File: src/sv/s2x_pkg.sv
// shared types and constants of the scale2x pixel upscaler
// no dependencies; imported by the front, back and top level
package s2x_pkg;

    localparam int PIX_W     = 32;
    localparam int POS_W     = 9;
    localparam int CFG_W     = 10;
    localparam int CFG_IDX_W = 1;
    localparam int NUM_BLK   = 4;

    localparam logic [CFG_IDX_W-1:0] REG_FRAME_WIDTH  = 1'b0;
    localparam logic [CFG_IDX_W-1:0] REG_FRAME_HEIGHT = 1'b1;

    localparam logic [CFG_W-1:0] FRAME_WIDTH_RST  = 10'd320;
    localparam logic [CFG_W-1:0] FRAME_HEIGHT_RST = 10'd240;

    // one classified source pixel, handed from front to back
    typedef struct packed {
        logic [PIX_W-1:0] pix;
        logic [PIX_W-1:0] prev1;
        logic [PIX_W-1:0] prev2;
        logic             endc;
        logic             lastrow;
        logic             refill;
        logic             nsel;
    } t_cmd;

    typedef struct packed {
        logic [PIX_W-1:0] tl;
        logic [PIX_W-1:0] tr;
        logic [PIX_W-1:0] bl;
        logic [PIX_W-1:0] br;
    } t_block;

    typedef struct packed {
        logic [POS_W-1:0] row;
        logic [POS_W-1:0] col;
        t_block           pix;
    } t_result;

endpackage

File: src/sv/s2x_queue.sv
// two-entry command queue between front and back
// depends on s2x_pkg only through the width its user passes in
module s2x_queue import s2x_pkg::*; #(
    parameter int DATA_W = 8
) (
    input  logic              i_clk,
    input  logic              i_rst_n,
    input  logic              i_push,
    input  logic [DATA_W-1:0] i_data,
    output logic              o_full,
    input  logic              i_pop,
    output logic              o_valid,
    output logic [DATA_W-1:0] o_data
);

    logic [DATA_W-1:0] r_mem [2];
    logic              r_wr, r_rd;
    logic [1:0]        r_cnt;

    assign o_full  = (r_cnt == 2'd2);
    assign o_valid = (r_cnt != 2'd0);
    assign o_data  = r_mem[r_rd];

    always_ff @(posedge i_clk) begin
        if (i_push) begin
            r_mem[r_wr] <= i_data;
        end
    end

    always_ff @(posedge i_clk) begin
        if (!i_rst_n) begin
            r_wr  <= 1'b0;
            r_rd  <= 1'b0;
            r_cnt <= 2'd0;
        end else begin
            if (i_push) begin
                r_wr <= !r_wr;
            end
            if (i_pop) begin
                r_rd <= !r_rd;
            end
            case ({i_push, i_pop})
                2'b10:   r_cnt <= r_cnt + 2'd1;
                2'b01:   r_cnt <= r_cnt - 2'd1;
                default: ;
            endcase
        end
    end

endmodule

File: config.mk
export PLATFORM = sky130hd
export DESIGN_NAME = s2x_queue
export DESIGN_NICKNAME = d
export VERILOG_FILES = /design/src/sv/s2x_pkg.sv /design/src/sv/s2x_queue.sv
export SDC_FILE = /design/constraint.sdc
export NUM_CORES = 1
export LEC_CHECK = 0
export BUFFER_PORTS_ARGS = -buffer_cell sky130_fd_sc_hd__buf_4
export CORE_MARGIN = 1
export CORE_UTILIZATION = 35
export DETAILED_ROUTE_END_ITERATION = 10
export GPL_TIMING_DRIVEN = 0
export PLACE_DENSITY = 0.6
export REMOVE_ABC_BUFFERS = 1
export SETUP_SLACK_MARGIN = 0.2
export SYNTH_ARGS = -nofsm -noshare
export SYNTH_HDL_FRONTEND = slang
export SYNTH_SLANG_ARGS = --single-unit
File: constraint.sdc
create_clock -name i_clk -period 1.63 [get_ports i_clk]
set_clock_uncertainty 0.1 [all_clocks]
set_input_delay 0.326 -clock i_clk [delete_from_list [all_inputs] [get_ports i_clk]]
set_output_delay 0.326 -clock i_clk [all_outputs]
set_load 0.02 [all_outputs]
==> impl_metrics.yaml <==
placement:
  pre_cts_ws_ns: 0.0829
  gp_congestion: 0.610
  port_buffers: 21
  dpl.hpwl_um: 871
setup_path:
  worstSetupEndpointType: "primary output"
  crit_path_max_fanout: 8
  crit_type: "flip-flop to primary output"
  worstPathRequired_ns: 1.20
  critPathLaunchType: "flip-flop"
  r2r_slack_ns: 0.44
  arrival_ns: 1.20
route:
  viasPerCell: 4.43
  drtPass1Iterations: 2
  drtIter0Drc: 2
  wl_per_cell_um: 13.0
  wl_mm: 1.29
  ant_nets: 0
  vias: 439
  drc_errors: 0
cells_and_area:
  drive_gt1_share_pct: 55.6
  final_common_cell: "edfxtp_1"
  nNetsFinal: 86
  area_delta_synth_final_pct: 37.8
  diodes: 0
  final_cell_mix: "edfxtp_1 (16), buf_4 (12), buf_6 (10), mux2_4 (8), and2_1 (4)"
cts:
  cts.sinks: 21
  cts_buffer_depth: 2
  cts_tree: "done"
  clkSlewWorstSetupHoldPaths_ns: 0.11
  cts_hold_buf: 0
  clkLatencyLatePin_ns: 0.29
  htree_levels: 1
  cts-buffers-inserted: 3
  cts-root-buf: "clkbuf_4"
timing:
  tns_ns: 0
  hold_viol: 0
  grt_setup_unrepaired: "true"
  layout_setup_ws_ns: 0.00344
  setup_viol: 0
  max_freq_mhz: 615
  post-route-period-util_pct: 99.8
  tightestPinTransition_ns: 0.465
  finalMaxSlewViolations: 0
  fin_crit_ns: 1.63
  max_slew_margin_pct: 68.9
global_route:
  grt_overflow: 0
  antenna_found_initial: 0
  grt_pass1_wl_mm: 2.00
  grt_start_max_net_pins: 13
  first_global_vias: 454
  track_usage_pct: 11.5
die:
  die_y_um: 49.6
  dieArea_mm2: 0.00246
  die_w_um: 49.6
  initial_core_util_pct: 38.9
  core-area_mm2: 0.00204
  ioPinCount: 22
  fp-row-count: 16
logic_synthesis:
  ys_warn_count: 0
  synth_area_um2: 795
  synth.avg_cell_area_um2: 16.9
  synth_cell_type_count: 17
  ys_seq_area_share_pct: 73.1
  synth_cells: 47
  synth-seq-cells: 21
power_and_ir_drop:
  internal_power_mw: 0.843
  peakVddDrop_v: 0.000642
  pwr-share-clk_pct: 21.6
  finalPower_mw: 1.11
  p_per_area_mw_per_mm2: 1010
  netSwitchingPower_mw: 0.265
  leakagePower_nw: 0.443
  swShare_pct: 23.9
  pwr-share-comb_pct: 20.8
  sequentialPowerShare_pct: 57.6
worst_hold_path:
  hp-class: "input pin to flip-flop"
run_status:
  status: "complete, no violations"
run:
  max_cap_violations: 0
[synth_stat cells, drive strengths merged]
| master | n | share of area (%) |
|---|---|---|
| and2 | 4 | 3.1 |
| mux2 | 8 | 11 |
| o21ai | 1 | 0.63 |
| nor2b | 1 | 0.79 |
| xnor2 | 2 | 2.2 |
| and2b | 1 | 1.1 |
| or3 | 1 | 0.79 |
| ha | 1 | 1.6 |
| xor2 | 1 | 1.1 |
| nor2 | 1 | 0.47 |
| buf | 1 | 0.63 |
| edfxtp | 16 | 60 |
| o21a | 1 | 0.95 |
| inv | 1 | 0.47 |
| a21boi | 1 | 0.95 |
| or2 | 1 | 0.79 |
| dfxtp | 5 | 13 |
[area by class of cell]
type	instances	area, um2
clock inverters	1	5.00
clock buffers	3	22.5
fillers	189	947
repair buffers	22	203
inverters	1	3.75
multi-input cells	24	240
flip-flops and latches	21	587
well taps	27	33.8
[power by group through the flow]
stage          registers, mW  clock network [mW]  logic (mW)
2_1_floorplan          0.639                   0       0.109
3_3_place_gp           0.644                   0       0.182
3_5_place_dp           0.646                   0       0.184
4_1_cts                0.639               0.251       0.231
5_1_grt                0.642               0.268       0.246
6_report               0.637               0.240       0.230
[flip-flops by register name (all words and copies together) (netlist names), named ones only]
register  count
r_cnt         2
r_mem        16
r_rd          1
r_wr          1
[final timing paths]
path | startpoint | endpoint | depth (start not counted)
max | flip-flop | o_data[6] | 2
min | i_data[1] | r_mem[0][1] | 1
max reg2reg | r_cnt[0] | r_cnt[1] | 4
min reg2reg | r_cnt[1] | r_cnt[1] | 2
[worst max-delay path, cell delays in order (launching register included)]
cell and delay (ns):
dfxtp_4 0.45, mux2_4 0.32, buf_6 0.13
[stage by stage]
stage	cell area (um2)	hold WS [ns]	utilization (%)	cells
after floorplan	790	0.325	-	46
after global placement	981	0.387	48.0	94
after detailed placement	981	0.391	48.0	94
after CTS	1090	0.0956	53.5	99
after global routing	1090	0.0893	53.6	99
final	1090	0.106	53.6	99
[kinds of logic after synthesis]
kind of cell             Yosys count  share of synthesized area (%)
AO/OA/AOI/OAI                      3                           2.52
XOR/XNOR                           3                           3.31
adder cells (fa/ha/maj)            1                           1.57
buffers and inverters              2                           1.10
flip-flops                        21                           73.1
multiplexers                       8                           11.3
AND/OR/NAND/NOR                    9                           7.09
[layer usage]
metal	GRT usage, %	up-vias	routed length, um
met5	0	-	0
met4	7.14	0	14
met3	3.70	2	66
met2	18.9	12	710
met1	12.6	206	494
li1	-	219	-
[what timing repair did]
| item | in CTS | in global routing |
|---|---|---|
| setup endpoints to repair | 10 | 18 |
| gates resized for setup | 23 | 1 |
| setup buffers | 1 | 0 |
| pin swaps | 1 | 0 |
| hold endpoints to repair | 0 | 0 |
No activity file was read; power rests on OpenSTA's default activity.
