**src/sv/s2x_pkg.sv**
```systemverilog
// shared types and constants of the scale2x pixel upscaler
// no dependencies; imported by the front, back and top level
package s2x_pkg;

    localparam int PIX_W     = 32;
    localparam int POS_W     = 9;
    localparam int CFG_W     = 10;
    localparam int CFG_IDX_W = 1;
    localparam int NUM_BLK   = 4;

    localparam logic [CFG_IDX_W-1:0] REG_FRAME_WIDTH  = 1'b0;
    localparam logic [CFG_IDX_W-1:0] REG_FRAME_HEIGHT = 1'b1;

    localparam logic [CFG_W-1:0] FRAME_WIDTH_RST  = 10'd320;
    localparam logic [CFG_W-1:0] FRAME_HEIGHT_RST = 10'd240;

    // one classified source pixel, handed from front to back
    typedef struct packed {
        logic [PIX_W-1:0] pix;
        logic [PIX_W-1:0] prev1;
        logic [PIX_W-1:0] prev2;
        logic             endc;
        logic             lastrow;
        logic             refill;
        logic             nsel;
    } t_cmd;

    typedef struct packed {
        logic [PIX_W-1:0] tl;
        logic [PIX_W-1:0] tr;
        logic [PIX_W-1:0] bl;
        logic [PIX_W-1:0] br;
    } t_block;

    typedef struct packed {
        logic [POS_W-1:0] row;
        logic [POS_W-1:0] col;
        t_block           pix;
    } t_result;

endpackage

```
**src/sv/s2x_front.sv**
```systemverilog
// front part: config registers, raster counters and pixel classification
// depends on s2x_pkg; pushes one command word per accepted pixel
module s2x_front import s2x_pkg::*; #(
    parameter int MAX_WIDTH  = 512,
    parameter int MAX_HEIGHT = 512,
    localparam int COL_W = $clog2(MAX_WIDTH),
    localparam int ROW_W = $clog2(MAX_HEIGHT)
) (
    input  logic                 i_clk,
    input  logic                 i_rst_n,
    input  logic                 i_in_valid,
    output logic                 o_in_ready,
    input  logic [PIX_W-1:0]     i_pixel,
    input  logic                 i_cfg_we,
    input  logic [CFG_IDX_W-1:0] i_cfg_idx,
    input  logic [CFG_W-1:0]     i_cfg_data,
    input  logic                 i_q_full,
    output logic                 o_push,
    output t_cmd                 o_cmd,
    output logic [ROW_W-1:0]     o_row,
    output logic [COL_W-1:0]     o_col
);

    localparam int WX_W = CFG_W + COL_W + 1;
    localparam int HX_W = CFG_W + ROW_W + 1;

    logic [CFG_W-1:0] r_width, r_height;
    logic [COL_W-1:0] r_col, n_col;
    logic [ROW_W-1:0] r_row, n_row;
    logic             r_nsel;
    logic [PIX_W-1:0] r_prev1, r_prev2;

    logic [WX_W-1:0]  w_ext, wl_ext;
    logic [HX_W-1:0]  h_ext, hl_ext;
    logic [COL_W-1:0] wl, c;
    logic [ROW_W-1:0] hl, r;
    logic             endc, lastrow, accept;

    always_ff @(posedge i_clk) begin
        if (!i_rst_n) begin
            r_width  <= FRAME_WIDTH_RST;
            r_height <= FRAME_HEIGHT_RST;
        end else if (i_cfg_we) begin
            case (i_cfg_idx)
                REG_FRAME_WIDTH:  r_width  <= i_cfg_data;
                REG_FRAME_HEIGHT: r_height <= i_cfg_data;
                default: ;
            endcase
        end
    end

    // last usable column and row, zero acts as one, oversize saturates
    always_comb begin
        w_ext = WX_W'(r_width);
        h_ext = HX_W'(r_height);
        if (w_ext == '0) begin
            wl_ext = '0;
        end else if (w_ext > WX_W'(MAX_WIDTH)) begin
            wl_ext = WX_W'(MAX_WIDTH - 1);
        end else begin
            wl_ext = w_ext - WX_W'(1);
        end
        if (h_ext == '0) begin
            hl_ext = '0;
        end else if (h_ext > HX_W'(MAX_HEIGHT)) begin
            hl_ext = HX_W'(MAX_HEIGHT - 1);
        end else begin
            hl_ext = h_ext - HX_W'(1);
        end
        wl = wl_ext[COL_W-1:0];
        hl = hl_ext[ROW_W-1:0];
    end

    assign c       = (r_col > wl) ? wl : r_col;
    assign r       = (r_row > hl) ? hl : r_row;
    assign endc    = (c == wl);
    assign lastrow = (r == hl);

    assign o_in_ready = !i_q_full;
    assign accept     = i_in_valid && !i_q_full;
    assign o_push     = accept;

    always_comb begin
        o_cmd.pix     = i_pixel;
        o_cmd.prev1   = r_prev1;
        o_cmd.prev2   = r_prev2;
        o_cmd.endc    = endc;
        o_cmd.lastrow = lastrow;
        // counter was cut back by a smaller width: back must reload its window
        o_cmd.refill  = (r_col > wl) && (c != '0);
        o_cmd.nsel    = r_nsel;
        o_row         = r;
        o_col         = c;
    end

    always_comb begin
        if (endc) begin
            n_col = '0;
            n_row = lastrow ? '0 : r + ROW_W'(1);
        end else begin
            n_col = c + COL_W'(1);
            n_row = r;
        end
    end

    always_ff @(posedge i_clk) begin
        if (!i_rst_n) begin
            r_col   <= '0;
            r_row   <= '0;
            r_nsel  <= 1'b0;
            r_prev1 <= '0;
            r_prev2 <= '0;
        end else if (accept) begin
            r_col   <= n_col;
            r_row   <= n_row;
            r_nsel  <= r_nsel ^ endc;
            r_prev1 <= i_pixel;
            r_prev2 <= r_prev1;
        end
    end

endmodule

```
**config.mk**
```make
export PLATFORM = sky130hd
export DESIGN_NAME = s2x_front
export DESIGN_NICKNAME = d
export VERILOG_FILES = /design/src/sv/s2x_pkg.sv /design/src/sv/s2x_front.sv
export SDC_FILE = /design/constraint.sdc
export NUM_CORES = 1
export LEC_CHECK = 0
export BUFFER_PORTS_ARGS = -buffer_cell sky130_fd_sc_hd__buf_2
export CORE_MARGIN = 4
export CORE_UTILIZATION = 30
export DETAILED_ROUTE_END_ITERATION = 8
export GPL_TIMING_DRIVEN = 0
export HOLD_SLACK_MARGIN = 0.08
export PLACE_DENSITY_LB_ADDON = 0.08
export SYNTH_ARGS = -nofsm -noshare
export SYNTH_HDL_FRONTEND = slang
export SYNTH_SLANG_ARGS = --single-unit
```
**constraint.sdc**
```tcl
create_clock -name i_clk -period 12.93 [get_ports i_clk]
set_clock_uncertainty 0.05 [all_clocks]
set_input_delay 0.6465 -clock i_clk [delete_from_list [all_inputs] [get_ports i_clk]]
set_output_delay 0.6465 -clock i_clk [all_outputs]
set_load 0.02 [all_outputs]
```
==> metrics.log <==
INFO  metric outcome = complete, no violations
INFO  metric worst-setup-path-type = reg -> out
INFO  metric worstSetupEndpointType = output pin
INFO  metric grt_remaining_overflow = 0
INFO  metric timing_hold_violations_final = 0
INFO  metric ant_nets = 0
INFO  metric dpl-instance-area = 7283 um2
INFO  metric most_frequently_used_flop_master_after_synthesis = sky130_fd_sc_hd__dfxtp_1
INFO  metric layout.cells.most_common_list = 203 x sky130_fd_sc_hd__nand2_1, 177 x sky130_fd_sc_hd__buf_2, 111 x sky130_fd_sc_hd__a21oi_1
INFO  metric final_cells = 1,268
INFO  metric grt_first_pass_wirelength = 32,110 um
INFO  metric setup_tns = 0 ns
INFO  metric cts-root-buf = sky130_fd_sc_hd__clkbuf_16
INFO  metric dieArea = 22,730 um2
INFO  metric worst-slew-pin-transition = 1.163 ns
INFO  metric totalWireLength = 20,160 um
INFO  metric cts_tree = yes
INFO  metric synth-seq-area-share = 33.72%
INFO  metric drt_iter0_markers = 365
INFO  metric worst_setup_hold_path_clk_slew = 0.07 ns
INFO  metric hpwl = 15,690 um
INFO  metric port_buffers = 167
INFO  metric detailroute.via_count = 6,170
INFO  metric cts_setup_buffers = 0
INFO  metric post-route-min-period = 6.599 ns
INFO  metric ys.warnings.count = 0
INFO  metric max_cap_viol_count = 0
INFO  metric cts_resized = 0
INFO  metric syn-instance-count = 820
INFO  metric max_freq = 0.1515 GHz
INFO  metric antenna_found_initial = 0
INFO  metric cellPowerDensity = 106.5 nW/um2
INFO  metric slew-limit-headroom = 22.28%
INFO  metric routabilityCongestion = 0.8354
INFO  metric total_nets_after_synthesis = 891
INFO  metric critPathRequiredTime = 12.23 ns
INFO  metric grt_setup_unrepaired = false
INFO  metric leakage = 3.262 nW
INFO  metric startpoint_type = flip-flop
INFO  metric die_width = 150.8 um
INFO  metric clock_path_buffers = 2
INFO  metric floorplan.initialDensity = 30.92%
INFO  metric via_count_of_the_first_global_routing_pass = 5,909
INFO  metric placeableCoreArea = 19,780 um2
INFO  metric dp_slack = 6.539 ns
INFO  metric io_pins = 168
INFO  metric worst_skew_pair.late_latency = 0.36 ns
INFO  metric synth_largest_area_cell = sky130_fd_sc_hd__dfxtp_1
INFO  metric timing.critical_path.fanout_max = 10
INFO  metric drive_above_1_share = 25.82%
INFO  metric timing.final.crit_share = 51.04%
INFO  metric finalSetupViolCount = 0
INFO  metric post-place-cells = 1,252
INFO  metric layout_commonest_cell = sky130_fd_sc_hd__nand2_1
INFO  metric ratio_of_routed_vias_to_standard_cells = 4.866
INFO  metric postSynth.asyncResetShare = 0%
INFO  metric drv_slew = 0
INFO  metric vdd.ir_drop.worst = 60.75 uV
INFO  metric n_antenna_cell = 0
INFO  metric fp.dieH = 150.8 um
INFO  metric biggest_area_contributors_in_the_synthesized_netlist = sky130_fd_sc_hd__dfxtp_1 34%, sky130_fd_sc_hd__nand2_1 12%, sky130_fd_sc_hd__a21oi_1 9.1%
INFO  metric hold_buffers = 0
INFO  metric track_usage = 17.70%
INFO  metric sinks_on_clock_net = 103
INFO  metric cts_buffers = 9
INFO  metric synthesis.area_per_instance = 7.458 um2
INFO  metric synth-edff-count = 0
INFO  metric area_delta_synth_final = 23.83%
INFO  metric area_share_of_the_largest_cell_type_after_synthesis = 33.72%
INFO  metric detail_route.wl_per_cell = 15.90 um
INFO  metric crit_arrival = 5.90 ns
INFO  metric design.final.nets = 1,069
INFO  metric synth.lib_cells_used.distinct = 75
INFO  metric pin_count_of_the_biggest_net_entering_global_routing = 20
INFO  metric detailedRoute.firstPassIterationCount = 5
INFO  metric synth-seq-cells = 103
INFO  metric mappedNetlistArea = 6116 um2
INFO  metric rows = 51
INFO  metric hold_class = reg -> reg
INFO  metric setup_slack = 6.331 ns
INFO  metric post-route-drc-count = 0
INFO  metric htreeDepth = 3
INFO  metric post_route_cell_area = 7574 um2
-- cells by family (layout without fill, tap and decap cells) --
logic type | after synthesis | in the layout | synth area share, %
compound gates | 211 | 211 | 21.71
flops | 103 | 103 | 33.72
simple gates | 335 | 335 | 25.33
mux | 6 | 6 | 1.023
xor+xnor | 20 | 20 | 2.987
buf+inv | 120 | 303 | 10.15
fa+ha+maj | 25 | 25 | 5.094
-- per-layer routing --
| layer | part of all wire [%] | track usage [%] |
|---|---|---|
| met1 | 48 | 25.27 |
| met2 | 46 | 27.60 |
| met3 | 5.0 | 3.202 |
| met4 | 1.1 | 4.533 |
| met5 | 0 | 0 |
-- layout make-up --
type	instances	area (um2)
plain buffers	86	493.0
clock buffers	9	225.2
clock inverters	7	65.06
fillers	2173	12210
inverters	34	127.6
multi-input cells	597	3433
flip-flops and latches	103	2062
well taps	265	331.6
repair buffers	167	835.8
-- synth_stat cells (3+ instances only) --
cell type                   instances
sky130_fd_sc_hd__nand2b_1           5
sky130_fd_sc_hd__buf_4             36
sky130_fd_sc_hd__buf_6              3
sky130_fd_sc_hd__o2111ai_1          3
sky130_fd_sc_hd__or3_1             11
sky130_fd_sc_hd__inv_2              3
sky130_fd_sc_hd__and2_1             3
sky130_fd_sc_hd__o22ai_1            3
sky130_fd_sc_hd__buf_1              6
sky130_fd_sc_hd__a41oi_1            5
sky130_fd_sc_hd__nand2_1          203
sky130_fd_sc_hd__buf_2             10
sky130_fd_sc_hd__xor2_1             3
sky130_fd_sc_hd__nor4_1             6
sky130_fd_sc_hd__a221oi_1           3
sky130_fd_sc_hd__a21boi_0           3
sky130_fd_sc_hd__a21oi_1          111
sky130_fd_sc_hd__inv_1             30
sky130_fd_sc_hd__o21a_1             3
sky130_fd_sc_hd__clkbuf_1          31
sky130_fd_sc_hd__and3_1             5
sky130_fd_sc_hd__ha_1              23
sky130_fd_sc_hd__nand3_1           23
sky130_fd_sc_hd__or4_1              4
sky130_fd_sc_hd__o211ai_1           4
sky130_fd_sc_hd__dfxtp_1          103
sky130_fd_sc_hd__o21ai_1            3
sky130_fd_sc_hd__o21ai_0           30
sky130_fd_sc_hd__o31ai_1            7
sky130_fd_sc_hd__a211oi_1           7
sky130_fd_sc_hd__nand4_1           10
sky130_fd_sc_hd__a31oi_1            6
sky130_fd_sc_hd__mux2i_1            4
sky130_fd_sc_hd__nor2_1            24
sky130_fd_sc_hd__nor3_1            17
sky130_fd_sc_hd__xnor2_1           16
-- final timing paths --
check / cells after the start / end / start / slack (ns)
worst max register to register: 22 / r_row[8]$_SDFFE_PN0P_ / r_height[0]$_SDFFE_PN0P_ / 6.43
worst min register to register: 2 / r_prev2[27]$_SDFFE_PN0P_ / r_prev2[27]$_SDFFE_PN0P_ / 0.40
worst min-delay path: 2 / r_prev2[27]$_SDFFE_PN0P_ / r_prev2[27]$_SDFFE_PN0P_ / 0.40
worst max-delay path: 18 / o_cmd[1] / r_width[0]$_SDFFE_PN0P_ / 6.33
-- stage by stage --
stage / hold WS (ns) / utilization (%) / total power (W)
4_1_cts: 0.4076 / 38.29 / 0.0008152
3_3_place_gp: 0.3909 / 36.82 / 0.0005376
6_report: 0.4045 / 38.29 / 0.0008065
3_5_place_dp: 0.3963 / 36.82 / 0.0005359
2_1_floorplan: 0.3905 / - / 0.0004739
5_1_grt: 0.4274 / 38.29 / 0.0008495
-- report_power, final --
part           internal (W)  switching (W)  total [W]
Sequential         0.000329      0.0000134   0.000343
Combinational     0.0000670       0.000118   0.000185
Clock              0.000135       0.000143   0.000279
-- critical path: stages, from the launching register on --
cell	delay, ns
sky130_fd_sc_hd__dfxtp_1	0.47
sky130_fd_sc_hd__inv_1	0.15
sky130_fd_sc_hd__ha_1	0.29
sky130_fd_sc_hd__or4b_1	0.18
sky130_fd_sc_hd__buf_2	0.20
sky130_fd_sc_hd__o22ai_1	0.11
sky130_fd_sc_hd__o32ai_1	0.68
sky130_fd_sc_hd__inv_1	0.16
sky130_fd_sc_hd__ha_1	0.32
sky130_fd_sc_hd__nand4_1	0.13
sky130_fd_sc_hd__nor3_1	0.12
sky130_fd_sc_hd__a2111oi_1	1.03
sky130_fd_sc_hd__nor2_1	0.29
sky130_fd_sc_hd__clkbuf_1	0.31
sky130_fd_sc_hd__a21oi_1	0.31
sky130_fd_sc_hd__ha_1	0.21
sky130_fd_sc_hd__nand4_1	0.09
sky130_fd_sc_hd__o41a_1	0.34
sky130_fd_sc_hd__buf_2	0.17
-- sequential cells by signal, summed over array words and instances (netlist names) --
signal    count
r_width      10
r_col         9
r_prev2      32
r_row         9
r_nsel        1
r_prev1      32
r_height     10
(Power assumes the default switching activity.)
